[config.mk]
export PLATFORM = sky130hd
export DESIGN_NAME = fan_duty_controller_flat
export DESIGN_NICKNAME = d
export VERILOG_FILES = /design/src/rtl/core/fdc_pkg.sv /design/src/rtl/core/fdc_if.sv /design/src/rtl/core/fdc_front.sv /design/src/rtl/core/fdc_queue.sv /design/src/rtl/core/fdc_back.sv /design/src/rtl/core/fan_duty_controller.sv /design/src/flat_wrapper.sv
export SDC_FILE = /design/constraint.sdc
export NUM_CORES = 2
export LEC_CHECK = 0
export ABC_CLOCK_PERIOD_IN_PS = 7550
export BUFFER_PORTS_ARGS = -buffer_cell sky130_fd_sc_hd__buf_2
export CAP_MARGIN = 5
export CORE_AREA = 3 3 360 220
export CTS_BUF_LIST = sky130_fd_sc_hd__clkbuf_2
export DETAILED_ROUTE_END_ITERATION = 6
export DIE_AREA = 0 0 363 223
export REMOVE_ABC_BUFFERS = 1
export SYNTH_ARGS = -nofsm -noshare
export SYNTH_HDL_FRONTEND = slang
export SYNTH_SLANG_ARGS = --single-unit
[constraint.sdc]
create_clock -name clk -period 7.55 [get_ports clk]
set_clock_uncertainty 0.2 [all_clocks]
set_input_delay 0.755 -clock clk [delete_from_list [all_inputs] [get_ports clk]]
set_output_delay 0.755 -clock clk [all_outputs]
set_load 0.1 [all_outputs]
[src/rtl/core/fdc_pkg.sv]
// Package for the fan duty controller: register map, reset values, widths,
// the job record passed between front and back, and the state encodings.
// Used by every file in rtl/core.
package fdc_pkg;

	localparam int CFG_IDX_W   = 3;
	localparam int CFG_DATA_W  = 16;
	localparam int TEMP_W      = 12;
	localparam int PCT_W       = 7;
	localparam int POLLS_W     = 8;
	localparam int DUTY_W      = 16;
	localparam int NUM_W       = 19;
	localparam int PROD_W      = NUM_W + DUTY_W;
	localparam int STEP_CNT_W  = $clog2(PROD_W);
	localparam int QUEUE_DEPTH = 2;
	localparam int PCT_SCALE   = 100;

	localparam logic [CFG_IDX_W-1:0] REG_TEMP_LOW  = 3'd0;
	localparam logic [CFG_IDX_W-1:0] REG_TEMP_MID  = 3'd1;
	localparam logic [CFG_IDX_W-1:0] REG_TEMP_HIGH = 3'd2;
	localparam logic [CFG_IDX_W-1:0] REG_PCT_LOW   = 3'd3;
	localparam logic [CFG_IDX_W-1:0] REG_PCT_MID   = 3'd4;
	localparam logic [CFG_IDX_W-1:0] REG_PCT_HIGH  = 3'd5;
	localparam logic [CFG_IDX_W-1:0] REG_DEBOUNCE  = 3'd6;
	localparam logic [CFG_IDX_W-1:0] REG_DUTY_MAX  = 3'd7;

	localparam logic signed [TEMP_W-1:0] RST_TEMP_LOW  = 12'sd400;
	localparam logic signed [TEMP_W-1:0] RST_TEMP_MID  = 12'sd432;
	localparam logic signed [TEMP_W-1:0] RST_TEMP_HIGH = 12'sd480;
	localparam logic [PCT_W-1:0]         RST_PCT_LOW   = 7'd30;
	localparam logic [PCT_W-1:0]         RST_PCT_MID   = 7'd50;
	localparam logic [PCT_W-1:0]         RST_PCT_HIGH  = 7'd100;
	localparam logic [POLLS_W-1:0]       RST_DEBOUNCE  = 8'd4;
	localparam logic [DUTY_W-1:0]        RST_DUTY_MAX  = 16'd999;

	typedef struct packed {
		logic signed [TEMP_W-1:0] temp_low;
		logic signed [TEMP_W-1:0] temp_mid;
		logic signed [TEMP_W-1:0] temp_high;
		logic [PCT_W-1:0]         pct_low;
		logic [PCT_W-1:0]         pct_mid;
		logic [PCT_W-1:0]         pct_high;
		logic [POLLS_W-1:0]       debounce_polls;
		logic [DUTY_W-1:0]        duty_max;
	} fdc_cfg_t;

	typedef struct packed {
		logic [NUM_W-1:0] num;
		logic [NUM_W-1:0] den;
		logic             manual;
	} fdc_job_t;

	typedef enum logic [1:0] {PH_IDLE, PH_PRESSED, PH_HOLD} fdc_phase_t;

	typedef enum logic [2:0] {KIND_ZERO, KIND_FULL, KIND_FLAT, KIND_RAMP, KIND_POT} fdc_kind_t;

	typedef enum logic [1:0] {BK_IDLE, BK_MUL, BK_DIV, BK_WAIT} fdc_back_state_t;

endpackage

[src/rtl/core/fdc_if.sv]
// Channel interfaces of the fan duty controller: request, result and
// configuration write. Widths come from fdc_pkg, the pot sample width from ADC_BITS.
interface fdc_in_if #(parameter int ADC_BITS = 12);
	logic                                valid;
	logic                                ready;
	logic                                req_type;
	logic                                button_level;
	logic [ADC_BITS-1:0]                 pot_sample;
	logic signed [fdc_pkg::TEMP_W-1:0]   temperature;

	modport source (output valid, req_type, button_level, pot_sample, temperature,
		input ready);
	modport sink (input valid, req_type, button_level, pot_sample, temperature,
		output ready);
endinterface

interface fdc_out_if;
	logic                         valid;
	logic                         ready;
	logic [fdc_pkg::DUTY_W-1:0]   duty;
	logic                         manual_active;

	modport source (output valid, duty, manual_active, input ready);
	modport sink (input valid, duty, manual_active, output ready);
endinterface

interface fdc_cfg_if;
	logic                             valid;
	logic                             ready;
	logic [fdc_pkg::CFG_IDX_W-1:0]    index;
	logic [fdc_pkg::CFG_DATA_W-1:0]   data;

	modport source (output valid, index, data, input ready);
	modport sink (input valid, index, data, output ready);
endinterface

[src/rtl/core/fdc_front.sv]
// Front end: accepts request beats, runs the button debounce, picks the curve
// segment and turns each item that yields a result into a numerator/denominator
// job for the back end. Depends on fdc_pkg and fdc_if.
module fdc_front #(
	parameter int ADC_BITS = 12
) (
	input  logic              clk,
	input  logic              arst_n,
	fdc_in_if.sink            req,
	input  fdc_pkg::fdc_cfg_t cfg_regs,
	output fdc_pkg::fdc_job_t push_job,
	output logic              push_valid,
	input  logic              push_ready
);
	import fdc_pkg::*;

	localparam logic [NUM_W-1:0] POT_FULL = NUM_W'((1 << ADC_BITS) - 1);

	fdc_phase_t         phase_q, phase_n;
	logic [POLLS_W-1:0] polls_q, polls_n, polls_inc;
	logic               manual_q, manual_n;

	logic                      accept;
	logic signed [TEMP_W-1:0]  t_in;
	logic signed [TEMP_W:0]    t_ext, t0, t1, r_full, d_full;
	logic [PCT_W-1:0]          pa, pb;
	fdc_kind_t                 kind;
	logic                      emit;

	logic                valid_s1;
	fdc_kind_t           kind_s1;
	logic [TEMP_W-1:0]   r_s1, d_s1;
	logic [PCT_W-1:0]    pa_s1, pb_s1;
	logic [ADC_BITS-1:0] pot_s1;

	assign accept    = req.valid && req.ready;
	assign req.ready = !valid_s1 || push_ready;
	assign t_in      = $signed(req.temperature);

	always_comb begin
		phase_n   = phase_q;
		polls_n   = polls_q;
		manual_n  = manual_q;
		polls_inc = (polls_q == '1) ? polls_q : polls_q + POLLS_W'(1);
		case (phase_q)
			PH_PRESSED: begin
				if (req.button_level) begin
					phase_n = PH_IDLE;
				end else begin
					polls_n = polls_inc;
					if (polls_inc >= cfg_regs.debounce_polls) begin
						manual_n = !manual_q;
						phase_n  = PH_HOLD;
					end
				end
			end
			PH_HOLD: begin
				if (req.button_level) begin
					phase_n = PH_IDLE;
				end
			end
			default: begin
				phase_n = PH_IDLE;
				if (!req.button_level) begin
					phase_n = PH_PRESSED;
					polls_n = '0;
				end
			end
		endcase
	end

	always_comb begin
		t_ext = (TEMP_W+1)'(t_in);
		if (t_in <= $signed(cfg_regs.temp_mid)) begin
			t0 = (TEMP_W+1)'($signed(cfg_regs.temp_low));
			t1 = (TEMP_W+1)'($signed(cfg_regs.temp_mid));
			pa = cfg_regs.pct_low;
			pb = cfg_regs.pct_mid;
		end else begin
			t0 = (TEMP_W+1)'($signed(cfg_regs.temp_mid));
			t1 = (TEMP_W+1)'($signed(cfg_regs.temp_high));
			pa = cfg_regs.pct_mid;
			pb = cfg_regs.pct_high;
		end
		r_full = t1 - t0;
		d_full = t_ext - t0;
		if (!req.req_type) begin
			kind = KIND_POT;
		end else if (t_in < $signed(cfg_regs.temp_low)) begin
			kind = KIND_ZERO;
		end else if (t_in >= $signed(cfg_regs.temp_high)) begin
			kind = KIND_FULL;
		end else if (r_full <= 0) begin
			kind = KIND_FLAT;
		end else begin
			kind = KIND_RAMP;
		end
		emit = req.req_type ? !manual_q : manual_n;
	end

	always_ff @(posedge clk or negedge arst_n) begin
		if (!arst_n) begin
			phase_q  <= PH_IDLE;
			polls_q  <= '0;
			manual_q <= 1'b0;
			valid_s1 <= 1'b0;
		end else begin
			if (accept && !req.req_type) begin
				phase_q  <= phase_n;
				polls_q  <= polls_n;
				manual_q <= manual_n;
			end
			if (req.ready) begin
				valid_s1 <= accept && emit;
			end
		end
	end

	always_ff @(posedge clk) begin
		if (accept) begin
			kind_s1 <= kind;
			r_s1    <= r_full[TEMP_W-1:0];
			d_s1    <= d_full[TEMP_W-1:0];
			pa_s1   <= pa;
			pb_s1   <= pb;
			pot_s1  <= req.pot_sample;
		end
	end

	assign push_valid = valid_s1;

	always_comb begin
		push_job.manual = (kind_s1 == KIND_POT);
		case (kind_s1)
			KIND_FULL: begin
				push_job.num = NUM_W'(1);
				push_job.den = NUM_W'(1);
			end
			KIND_FLAT: begin
				push_job.num = NUM_W'(pb_s1);
				push_job.den = NUM_W'(PCT_SCALE);
			end
			KIND_RAMP: begin
				push_job.num = NUM_W'(pa_s1) * NUM_W'(r_s1 - d_s1)
					+ NUM_W'(pb_s1) * NUM_W'(d_s1);
				push_job.den = NUM_W'(r_s1) * NUM_W'(PCT_SCALE);
			end
			KIND_POT: begin
				push_job.num = NUM_W'(pot_s1);
				push_job.den = POT_FULL;
			end
			default: begin
				push_job.num = '0;
				push_job.den = NUM_W'(1);
			end
		endcase
	end

endmodule

[src/rtl/core/fdc_queue.sv]
// Two-entry job queue between the front end and the back end.
// Depends on fdc_pkg.
module fdc_queue (
	input  logic              clk,
	input  logic              arst_n,
	input  fdc_pkg::fdc_job_t push_job,
	input  logic              push_valid,
	output logic              push_ready,
	output fdc_pkg::fdc_job_t pop_job,
	output logic              pop_valid,
	input  logic              pop_ready
);
	import fdc_pkg::*;

	localparam int PTR_W = (QUEUE_DEPTH > 1) ? $clog2(QUEUE_DEPTH) : 1;
	localparam int CNT_W = $clog2(QUEUE_DEPTH + 1);

	fdc_job_t         mem_q [QUEUE_DEPTH];
	logic [PTR_W-1:0] wr_ptr_q, rd_ptr_q;
	logic [CNT_W-1:0] count_q;
	logic             do_push, do_pop;

	assign push_ready = (count_q != CNT_W'(QUEUE_DEPTH));
	assign pop_valid  = (count_q != '0);
	assign pop_job    = mem_q[rd_ptr_q];
	assign do_push    = push_valid && push_ready;
	assign do_pop     = pop_valid && pop_ready;

	function automatic logic [PTR_W-1:0] ptr_next(input logic [PTR_W-1:0] p);
		return (p == PTR_W'(QUEUE_DEPTH - 1)) ? '0 : p + PTR_W'(1);
	endfunction

	always_ff @(posedge clk or negedge arst_n) begin
		if (!arst_n) begin
			wr_ptr_q <= '0;
			rd_ptr_q <= '0;
			count_q  <= '0;
		end else begin
			if (do_push) begin
				wr_ptr_q <= ptr_next(wr_ptr_q);
			end
			if (do_pop) begin
				rd_ptr_q <= ptr_next(rd_ptr_q);
			end
			if (do_push && !do_pop) begin
				count_q <= count_q + CNT_W'(1);
			end else if (do_pop && !do_push) begin
				count_q <= count_q - CNT_W'(1);
			end
		end
	end

	always_ff @(posedge clk) begin
		if (do_push) begin
			mem_q[wr_ptr_q] <= push_job;
		end
	end

endmodule

[src/rtl/core/fdc_back.sv]
// Back end: multiplies a job's numerator by duty_max, divides bit-serially by
// its denominator, clamps to duty_max and holds the result in the output register.
// Depends on fdc_pkg and fdc_if.
module fdc_back (
	input  logic                        clk,
	input  logic                        arst_n,
	input  fdc_pkg::fdc_job_t           pop_job,
	input  logic                        pop_valid,
	output logic                        pop_ready,
	input  logic [fdc_pkg::DUTY_W-1:0]  duty_max,
	fdc_out_if.source                   rsp
);
	import fdc_pkg::*;

	fdc_back_state_t       state_q, state_n;
	fdc_job_t              job_q;
	logic [PROD_W-1:0]     dvd_q;
	logic [NUM_W-1:0]      rem_q;
	logic [STEP_CNT_W-1:0] cnt_q;
	logic                  out_valid_q, out_manual_q;
	logic [DUTY_W-1:0]     out_duty_q, duty_clamped;

	logic [NUM_W:0] rem_sh, rem_nx;
	logic           ge, last_step, out_free, load_out;

	assign rem_sh    = {rem_q, dvd_q[PROD_W-1]};
	assign ge        = (rem_sh >= {1'b0, job_q.den});
	assign rem_nx    = ge ? rem_sh - {1'b0, job_q.den} : rem_sh;
	assign last_step = (cnt_q == STEP_CNT_W'(PROD_W - 1));
	assign out_free  = !out_valid_q || rsp.ready;
	assign duty_clamped = (dvd_q > PROD_W'(duty_max)) ? duty_max : dvd_q[DUTY_W-1:0];

	always_comb begin
		state_n   = state_q;
		pop_ready = 1'b0;
		load_out  = 1'b0;
		case (state_q)
			BK_IDLE: begin
				pop_ready = 1'b1;
				if (pop_valid) begin
					state_n = BK_MUL;
				end
			end
			BK_MUL: begin
				state_n = BK_DIV;
			end
			BK_DIV: begin
				if (last_step) begin
					state_n = BK_WAIT;
				end
			end
			BK_WAIT: begin
				if (out_free) begin
					load_out = 1'b1;
					state_n  = BK_IDLE;
				end
			end
			default: begin
				state_n = BK_IDLE;
			end
		endcase
	end

	always_ff @(posedge clk or negedge arst_n) begin
		if (!arst_n) begin
			state_q     <= BK_IDLE;
			out_valid_q <= 1'b0;
		end else begin
			state_q <= state_n;
			if (load_out) begin
				out_valid_q <= 1'b1;
			end else if (rsp.ready) begin
				out_valid_q <= 1'b0;
			end
		end
	end

	always_ff @(posedge clk) begin
		if (pop_valid && pop_ready) begin
			job_q <= pop_job;
		end
		if (state_q == BK_MUL) begin
			dvd_q <= PROD_W'(job_q.num) * PROD_W'(duty_max);
			rem_q <= '0;
			cnt_q <= '0;
		end else if (state_q == BK_DIV) begin
			dvd_q <= {dvd_q[PROD_W-2:0], ge};
			rem_q <= rem_nx[NUM_W-1:0];
			cnt_q <= cnt_q + STEP_CNT_W'(1);
		end
		if (load_out) begin
			out_duty_q   <= duty_clamped;
			out_manual_q <= job_q.manual;
		end
	end

	assign rsp.valid         = out_valid_q;
	assign rsp.duty          = out_duty_q;
	assign rsp.manual_active = out_manual_q;

endmodule

[src/rtl/core/fan_duty_controller.sv]
// Fan duty controller top level: configuration registers, front end, job queue
// and back end. Depends on fdc_pkg, fdc_if, fdc_front, fdc_queue and fdc_back.
//
// The req channel takes one beat per item: a poll (req_type 0) with the button
// level and a potentiometer code, or a temperature sample (req_type 1). The rsp
// channel returns at most one beat per item, in order: a duty value and whether
// it came from manual mode. The cfg channel writes one register per beat and is
// always ready; write it only while the block is idle.
// An item that yields no result is absorbed by the front stage. An item that
// yields a result passes through the front stage and the two-entry queue, then
// the back end loads it, multiplies it by duty_max, runs the restoring divider
// that produces one quotient bit per cycle for all 35 quotient bits, and loads
// the output register. The back end takes no new job until that load is done,
// so the divider limits the sustained rate of results. Reset restores the default
// registers, auto mode, the idle button phase and empty queue and output. When
// rsp stalls, the output register holds its beat, the back end waits, the queue
// fills and then req deasserts ready.
module fan_duty_controller #(
	parameter int ADC_BITS = 12
) (
	input  logic       clk,
	input  logic       arst_n,
	fdc_in_if.sink     req,
	fdc_out_if.source  rsp,
	fdc_cfg_if.sink    cfg
);
	import fdc_pkg::*;

	fdc_cfg_t cfg_q;
	fdc_job_t push_job, pop_job;
	logic     push_valid, push_ready, pop_valid, pop_ready;

	assign cfg.ready = 1'b1;

	always_ff @(posedge clk or negedge arst_n) begin
		if (!arst_n) begin
			cfg_q.temp_low       <= RST_TEMP_LOW;
			cfg_q.temp_mid       <= RST_TEMP_MID;
			cfg_q.temp_high      <= RST_TEMP_HIGH;
			cfg_q.pct_low        <= RST_PCT_LOW;
			cfg_q.pct_mid        <= RST_PCT_MID;
			cfg_q.pct_high       <= RST_PCT_HIGH;
			cfg_q.debounce_polls <= RST_DEBOUNCE;
			cfg_q.duty_max       <= RST_DUTY_MAX;
		end else if (cfg.valid) begin
			case (cfg.index)
				REG_TEMP_LOW:  cfg_q.temp_low       <= cfg.data[TEMP_W-1:0];
				REG_TEMP_MID:  cfg_q.temp_mid       <= cfg.data[TEMP_W-1:0];
				REG_TEMP_HIGH: cfg_q.temp_high      <= cfg.data[TEMP_W-1:0];
				REG_PCT_LOW:   cfg_q.pct_low        <= cfg.data[PCT_W-1:0];
				REG_PCT_MID:   cfg_q.pct_mid        <= cfg.data[PCT_W-1:0];
				REG_PCT_HIGH:  cfg_q.pct_high       <= cfg.data[PCT_W-1:0];
				REG_DEBOUNCE:  cfg_q.debounce_polls <= cfg.data[POLLS_W-1:0];
				REG_DUTY_MAX:  cfg_q.duty_max       <= cfg.data[DUTY_W-1:0];
				default: begin
				end
			endcase
		end
	end

	fdc_front #(
		.ADC_BITS (ADC_BITS)
	) u_front (
		.clk        (clk),
		.arst_n     (arst_n),
		.req        (req),
		.cfg_regs   (cfg_q),
		.push_job   (push_job),
		.push_valid (push_valid),
		.push_ready (push_ready)
	);

	fdc_queue u_queue (
		.clk        (clk),
		.arst_n     (arst_n),
		.push_job   (push_job),
		.push_valid (push_valid),
		.push_ready (push_ready),
		.pop_job    (pop_job),
		.pop_valid  (pop_valid),
		.pop_ready  (pop_ready)
	);

	fdc_back u_back (
		.clk       (clk),
		.arst_n    (arst_n),
		.pop_job   (pop_job),
		.pop_valid (pop_valid),
		.pop_ready (pop_ready),
		.duty_max  (cfg_q.duty_max),
		.rsp       (rsp)
	);

	a_duty_bounded: assert property (@(posedge clk) disable iff (!arst_n)
		rsp.valid |-> rsp.duty <= cfg_q.duty_max)
		else $error("duty above duty_max");

	a_back_one_job: assert property (@(posedge clk) disable iff (!arst_n)
		pop_valid && pop_ready |=> !pop_ready)
		else $error("back end took a second job while busy");

	a_full_not_empty: assert property (@(posedge clk) disable iff (!arst_n)
		!push_ready |-> pop_valid)
		else $error("queue full and empty at once");

endmodule

[src/flat_wrapper.sv]
// flat-port wrapper written by rule: the top's interface ports become plain ports
module fan_duty_controller_flat import fdc_pkg::*;
#(
	parameter int ADC_BITS = 12
)
  (clk, arst_n, req_valid, req_req_type, req_button_level, req_pot_sample, req_temperature, req_ready, rsp_valid, rsp_duty, rsp_manual_active, rsp_ready, cfg_valid, cfg_index, cfg_data, cfg_ready);
  fdc_in_if #(.ADC_BITS(ADC_BITS)) req_i ();
  fdc_out_if rsp_i ();
  fdc_cfg_if cfg_i ();
  input  logic clk;
  input  logic arst_n;
  input wire logic [$bits(req_i.valid)-1:0] req_valid;
  input wire logic [$bits(req_i.req_type)-1:0] req_req_type;
  input wire logic [$bits(req_i.button_level)-1:0] req_button_level;
  input wire logic [$bits(req_i.pot_sample)-1:0] req_pot_sample;
  input wire logic [$bits(req_i.temperature)-1:0] req_temperature;
  output wire logic [$bits(req_i.ready)-1:0] req_ready;
  output wire logic [$bits(rsp_i.valid)-1:0] rsp_valid;
  output wire logic [$bits(rsp_i.duty)-1:0] rsp_duty;
  output wire logic [$bits(rsp_i.manual_active)-1:0] rsp_manual_active;
  input wire logic [$bits(rsp_i.ready)-1:0] rsp_ready;
  input wire logic [$bits(cfg_i.valid)-1:0] cfg_valid;
  input wire logic [$bits(cfg_i.index)-1:0] cfg_index;
  input wire logic [$bits(cfg_i.data)-1:0] cfg_data;
  output wire logic [$bits(cfg_i.ready)-1:0] cfg_ready;
  assign req_i.valid = req_valid;
  assign req_i.req_type = req_req_type;
  assign req_i.button_level = req_button_level;
  assign req_i.pot_sample = req_pot_sample;
  assign req_i.temperature = req_temperature;
  assign req_ready = req_i.ready;
  assign rsp_valid = rsp_i.valid;
  assign rsp_duty = rsp_i.duty;
  assign rsp_manual_active = rsp_i.manual_active;
  assign rsp_i.ready = rsp_ready;
  assign cfg_i.valid = cfg_valid;
  assign cfg_i.index = cfg_index;
  assign cfg_i.data = cfg_data;
  assign cfg_ready = cfg_i.ready;
  fan_duty_controller #(.ADC_BITS(ADC_BITS)) u_core (.clk(clk), .arst_n(arst_n), .req(req_i), .rsp(rsp_i), .cfg(cfg_i));
endmodule
Yosys cells after proc, flatten, opt, wreduce, memory -nomap -nowiden

Memory sizes are Yosys's and may differ from the RTL's. A register that Yosys moved wholly into a read port is not among the register bits.
Index checks and enable logic that the tools add are counted.
W data, S select, Z words.

Add/sub/neg operators: 11
Multiply operators: 4
$lt $le $gt $ge: 7
Eq/ne operators: 24
Multiplexer cells: 39
Bitwise gates (word level): 3
Reduce and logical (&&, ||, !) cells: 34

Operators with widths:

| cell                    | count |
|---|---|
| $pmux W38 S4            | 1 |
| $mux W35                | 2 |
| $gt A35 B16 Y1          | 1 |
| $mul A19 B16 Y35        | 1 |
| $mux W13                | 2 |
| $mux W8                 | 3 |
| $ge A20 B19 Y1          | 1 |
| $add A19 B19 Y19        | 1 |
| $mul A7 B12 Y19         | 1 |
| $mul A8 B13 Y19         | 1 |
| $mux W19                | 1 |
| $sub A19 B19 Y19        | 1 |
| $mux W2                 | 9 |
| $mul A12 B5 Y17 const B | 1 |
| $mux W16                | 1 |
| $pmux W8 S2             | 1 |
| $reduce_and A2 Y1       | 8 |
| $eq A3 B3 Y1 const B    | 5 |
| $mux W1                 | 15 |
| $mux W7                 | 2 |
| $le A13 B1 Y1 const B   | 1 |
| $sub A12 B12 Y13        | 1 |
| $sub A13 B13 Y13        | 1 |
| $eq A3 B2 Y1 const B    | 4 |
| other kinds (30)        | 57 |

Register bits: 230
Memory bits (writable): 78
Input bits: 50
Output and inout bits: 20
Memories: 1

Memories:

| memory               | depth | width | rd ports | clocked after memory_dff | write ports | RTL line        | source |
|---|---|---|---|---|---|---|---|
| u_core.u_queue.mem_q | 2     | 39    | 1        | 1                        | 1           | fdc_queue.sv:18 | `fdc_job_t mem_q [QUEUE_DEPTH];` |

Depth between registers and ports, before layout

Depth in word-level cells: 8
Mapped depth: 32

Cells and area by module

From an unflattened synthesis, not the netlist that was laid out.

Cells, all modules: 3488
Area, all modules: 35338.9 µm²

Modules (own cells, without submodules):

| module              | times used | cells each | area an instance (µm²) |
|---|---|---|---|
| fdc_back            | 1          | 1704       | 16233.1 |
| fdc_front           | 1          | 1464       | 12894.9 |
| fan_duty_controller | 1          | 181        | 3178.0 |
| fdc_queue           | 1          | 139        | 3032.9 |

Worst setup path after synthesis

No wires, ideal clock.

Path kind: reg-to-reg
Start point: reg u_core.u_front.d_s1[1]
End point: mem u_core.u_queue.mem_q[0][38] (netlist bit) (data pin)
Data arrival time: 7.039 ns
Slack: 0.044 ns
Stages on the path, launching flop included: 31
Buffers on the path: 0
Cells stage by stage: edfxtp_1 inv_1 ha_1 nor2b_1 o21ai_0 a21boi_0 o21ai_0 a21oi_1 a41o_1 o41a_1 xor2_1 and2_1 fa_1 inv_1 fa_1 inv_1 fa_1 fa_1 fa_1 inv_1 fa_1 inv_1 ha_1 or2_2 a21oi_1 a31oi_1 a31oi_1 o21ai_0 xnor2_1 xnor2_1 nor2_1

RTL lines:

| element                | RTL line         | source |
|---|---|---|
| from (decl)            | fdc_front.sv:32  | `logic [TEMP_W-1:0] r_s1, d_s1;` |
| from (signal assigned) | fdc_front.sv:123 | `d_s1 <= d_full[TEMP_W-1:0];` |
| to (decl)              | fdc_queue.sv:18  |  |

==> implementation parameters <==
Parameter                              Value

Timing
  Final critical delay including setup and external delays    7.51 ns
  Total of endpoints with negative setup slack in the final report    0
  Transition at the pin with the smallest max-transition slack    1.19 ns
  Max_slew headroom    0.198
  Hold Violations, Final    0
  Fmax    0.133 GHz
  Ratio of final minimum period to clock period    0.994
  Max-slew violation total from the final report    0
  Unrepaired setup endpoints after global routing    true

Hold path
  Class of the tightest hold or removal check    input port to flop
  Critical hold path startpoint    req_pot_sample[0]
  Number of cells traversed by the worst hold path    2
  Worst Hold Path EP    u_core.u_front.pot_s1[0]$_DFFE_PP_

Synthesis
  Proportion of synthesized flip-flops having asynchronous set or reset    0.288
  Portion of the post-synthesis area used by sequential elements    0.284
  Yosys warnings    0
  Count of state elements after synthesis    347
  Dominant synthesized flop cell    edfxtp_1
  Cell variety after synth    69
  Avg Synthesized Cell Area    10.1 µm²
  Synth Instances    3366
  Number of enable flip-flop cells after synthesis    222
  Mapped cell area    0.0341 mm²

Layout
  Signed area change from the synthesized netlist to the final layout    13.0%
  Share of layout cells above drive strength 1    0.168
  NumNets Final    4422
  Core utilization of the finished layout    0.510

Status
  Run status    completed

Place
  Buffers on Ports    68
  Routability congestion estimate    0.893
  Placed wire-length estimate after detailed placement    69100 µm

Clock network
  Max Buffers Root-to-Sink    3
  CTS Root Cell    clkbuf_2
  Level count of the clock H-tree    3
  Latest clock arrival within the worst-skew pair    1.25 ns
  Total clock sinks    347
  TritonCTS clock tree    done
  Number of buffers created by CTS    87
  Clock-pin slew on the worst setup and hold paths    0.12 ns

Floorplan
  Floorplan Core Area    0.0756 mm²
  Area of the die    0.0809 mm²
  Standard-cell row count    78
  Initial standard-cell utilization of the core    0.451
  Horizontal die dimension    363 µm
  I/O pin count    70
  Die Ht    223 µm

Global route
  First-pass GRT wire length    142000 µm
  Overflow left after global routing    0
  Global router's overall resource usage    0.226
  Largest net degree at the start of global routing    63
  Number of antenna violations at the first check in global routing    4
  Vias in the first global route    24.9k

Setup path
  Worst R2R Start    u_core.u_front.d_s1[1]$_DFFE_PP_
  Number of cells traversed by the worst register-to-register path    32
  Largest stage delay on the critical path    0.53 ns
  Endpoint of the worst register-to-register path    u_core.u_queue.mem_q[0][38]$_DFFE_PP_
  Type of the setup path with the least slack    flop to flop
  Worst EP required    8.21 ns
  Startpoint Class    flop
  Slowest CP cell    fa_1
  Peak fanout along the critical path    5
  Capturing element type of the critical path    flop
  Data arrival time of the worst path    8.16 ns
  Setup slack of the most critical reg-to-reg path    0.04 ns

Run
  Max-cap check violation count    0

Routing
  DR vias/cell    5.11
  Total Wirelength    88000 µm
  Vias    24.2k
  Routed length per placed instance    18.6 µm
  Remaining number of nets flagged by the antenna check after routing    0
  Iter 0 DRT Violations    1718
  Pre-antenna DRT Iters    5
  Drt drc    0
## flip-flops by register name, summed over array words and instances (netlist names), 2 cells and up
register,flops
u_core.u_back.rem_q,19
u_core.u_front.pot_s1,12
u_core.u_back.job_q,39
u_core.u_queue.count_q,2
u_core.u_back.rsp.duty,16
u_core.cfg_q,81
u_core.u_front.r_s1,12
u_core.u_front.phase_q,2
u_core.u_back.dvd_q,35
u_core.u_front.pb_s1,7
u_core.u_queue.mem_q,78
u_core.u_front.d_s1,12
u_core.u_front.kind_s1,3
u_core.u_front.polls_q,8
u_core.u_front.pa_s1,7
u_core.u_back.state_q,2
u_core.u_back.cnt_q,6
## metrics by stage
stage	hold WS, ns	worst slack, ns	std cells	TNS [ns]	area, µm²
floorplan	0.200	0.0255	3255	0	33700
global placement	0.239	-0.270	4478	-1.21	36500
detailed placement	0.231	-0.321	4478	-1.58	36500
CTS	0.0159	0.00307	4724	0	38300
global route	0.0507	-0.253	4733	-1.65	38600
finish	0.164	0.0449	4733	0	38600
## synth_stat cells, types with 10 or more instances
master      n  area, µm²
a211oi_1   28        210
a21o_1     32        240
a21oi_1    89        445
a31oi_1    10       62.6
and2_1    215       1350
and3_1     11       68.8
clkbuf_1  102        383
dfrtp_1    70       1750
dfstp_2    30        788
dfxtp_1    25        500
edfxtp_1  222       6670
fa_1      392       7850
ha_1      324       4050
inv_1     615       2310
mux2_2    143       1610
mux2i_1    31        310
nand2_1   383       1440
nand2b_1   23        144
nand3_1    27        135
nand4_1    11       68.8
nor2_1     98        368
nor2b_1    28        175
nor3_1     29        145
nor4_1     10       62.6
o211ai_1   10       75.1
o21a_1     23        173
o21ai_0   137        686
o21bai_1   14        105
o31ai_1    10       75.1
or3_1      12       75.1
xnor2_1    80        701
xor2_1     37        324
## layout make-up
cell class | instances | area (µm²)
fillers | 6966 | 37100
inverters | 615 | 2310
well taps | 1000 | 1250
diodes | 6 | 15.0
multi-input cells | 2293 | 22000
clock inverters | 31 | 190
repair buffers | 312 | 2400
flip-flops and latches | 347 | 9710
clock buffers | 129 | 646
## worst max-delay path, delay by kind of cell, from the launching register on
family                     cells  cell delay [ns]
AOI/OAI and AO/OA              9             1.51
xor gates and xnor gates       3             0.55
adders and majority gates      8             3.39
buffers and inverters          8             0.55
DFF                            1             0.42
and+or+nand+nor                4             0.55
## cell usage in the layout, fill, tap and decap left out, types with 24 or more instances in the layout
cell and n:
inv_1 604, fa_1 390, nand2_1 382, ha_1 316
edfxtp_1 222, and2_1 210, buf_4 160, mux2_2 143
o21ai_0 133, clkbuf_2 129, nor2_1 95, a21oi_1 82
dlygate4sd3_1 82, xnor2_1 74, dfrtp_1 70, buf_2 67
xor2_1 36, a21o_1 32, mux2i_1 31, dfstp_2 30
nand3_1 27, nor3_1 27, a211oi_1 27, dfxtp_1 25
nor2b_1 24
## routing by layer
metal / wire length (µm) / track usage / vias up / part of all wire
li1: - / - / 11600 / -
met1: 48400 / 0.377 / 11900 / 0.55
met4: 1080 / 0.0458 / 0 / 0.012
met5: 0 / 0 / - / 0
met3: 6420 / 0.0539 / 76 / 0.073
met2: 32100 / 0.288 / 619 / 0.36
## how the worst max path moves through the flow
stage / from / end / cells past startpoint
after global placement: u_core.u_front.d_s1[1]$_DFFE_PP_ / u_core.u_queue.mem_q[0][38]$_DFFE_PP_ / 32
after global routing: u_core.u_front.r_s1[0]$_DFFE_PP_ / u_core.u_queue.mem_q[0][38]$_DFFE_PP_ / 32
after CTS: u_core.u_front.r_s1[1]$_DFFE_PP_ / u_core.u_queue.mem_q[0][38]$_DFFE_PP_ / 30
final: u_core.u_front.d_s1[1]$_DFFE_PP_ / u_core.u_queue.mem_q[0][38]$_DFFE_PP_ / 32
after floorplan: u_core.u_front.d_s1[1]$_DFFE_PP_ / u_core.u_queue.mem_q[0][38]$_DFFE_PP_ / 30
after detailed placement: u_core.u_front.d_s1[1]$_DFFE_PP_ / u_core.u_queue.mem_q[0][38]$_DFFE_PP_ / 32
## cells by family (layout without fill, tap and decap cells)
| family | after synthesis | after routing | share of synthesized area |
|---|---|---|---|
| compound gates | 409 | 409 | 0.0749 |
| buf+inv | 726 | 1087 | 0.0805 |
| other cells | 1 | 7 | 0.000110 |
| xor+xnor | 117 | 117 | 0.0300 |
| flops | 347 | 347 | 0.284 |
| simple gates | 876 | 876 | 0.125 |
| fa+ha+maj | 716 | 716 | 0.349 |
| mux | 174 | 174 | 0.0563 |
## what timing repair did
| item | 4_1_cts | 5_1_grt |
|---|---|---|
| endpoints found under the setup margin | 8 | 21 |
| hold buffers | 83 | 0 |
| pin swaps | 12 | 49 |
| hold endpoints to repair | 187 | 0 |
| buffers inserted | 3 | 3 |
| resized for setup | 20 | 58 |
Power is not shown: default switching activity piles up to over one toggle a cycle in this logic, so the estimate is an artifact.
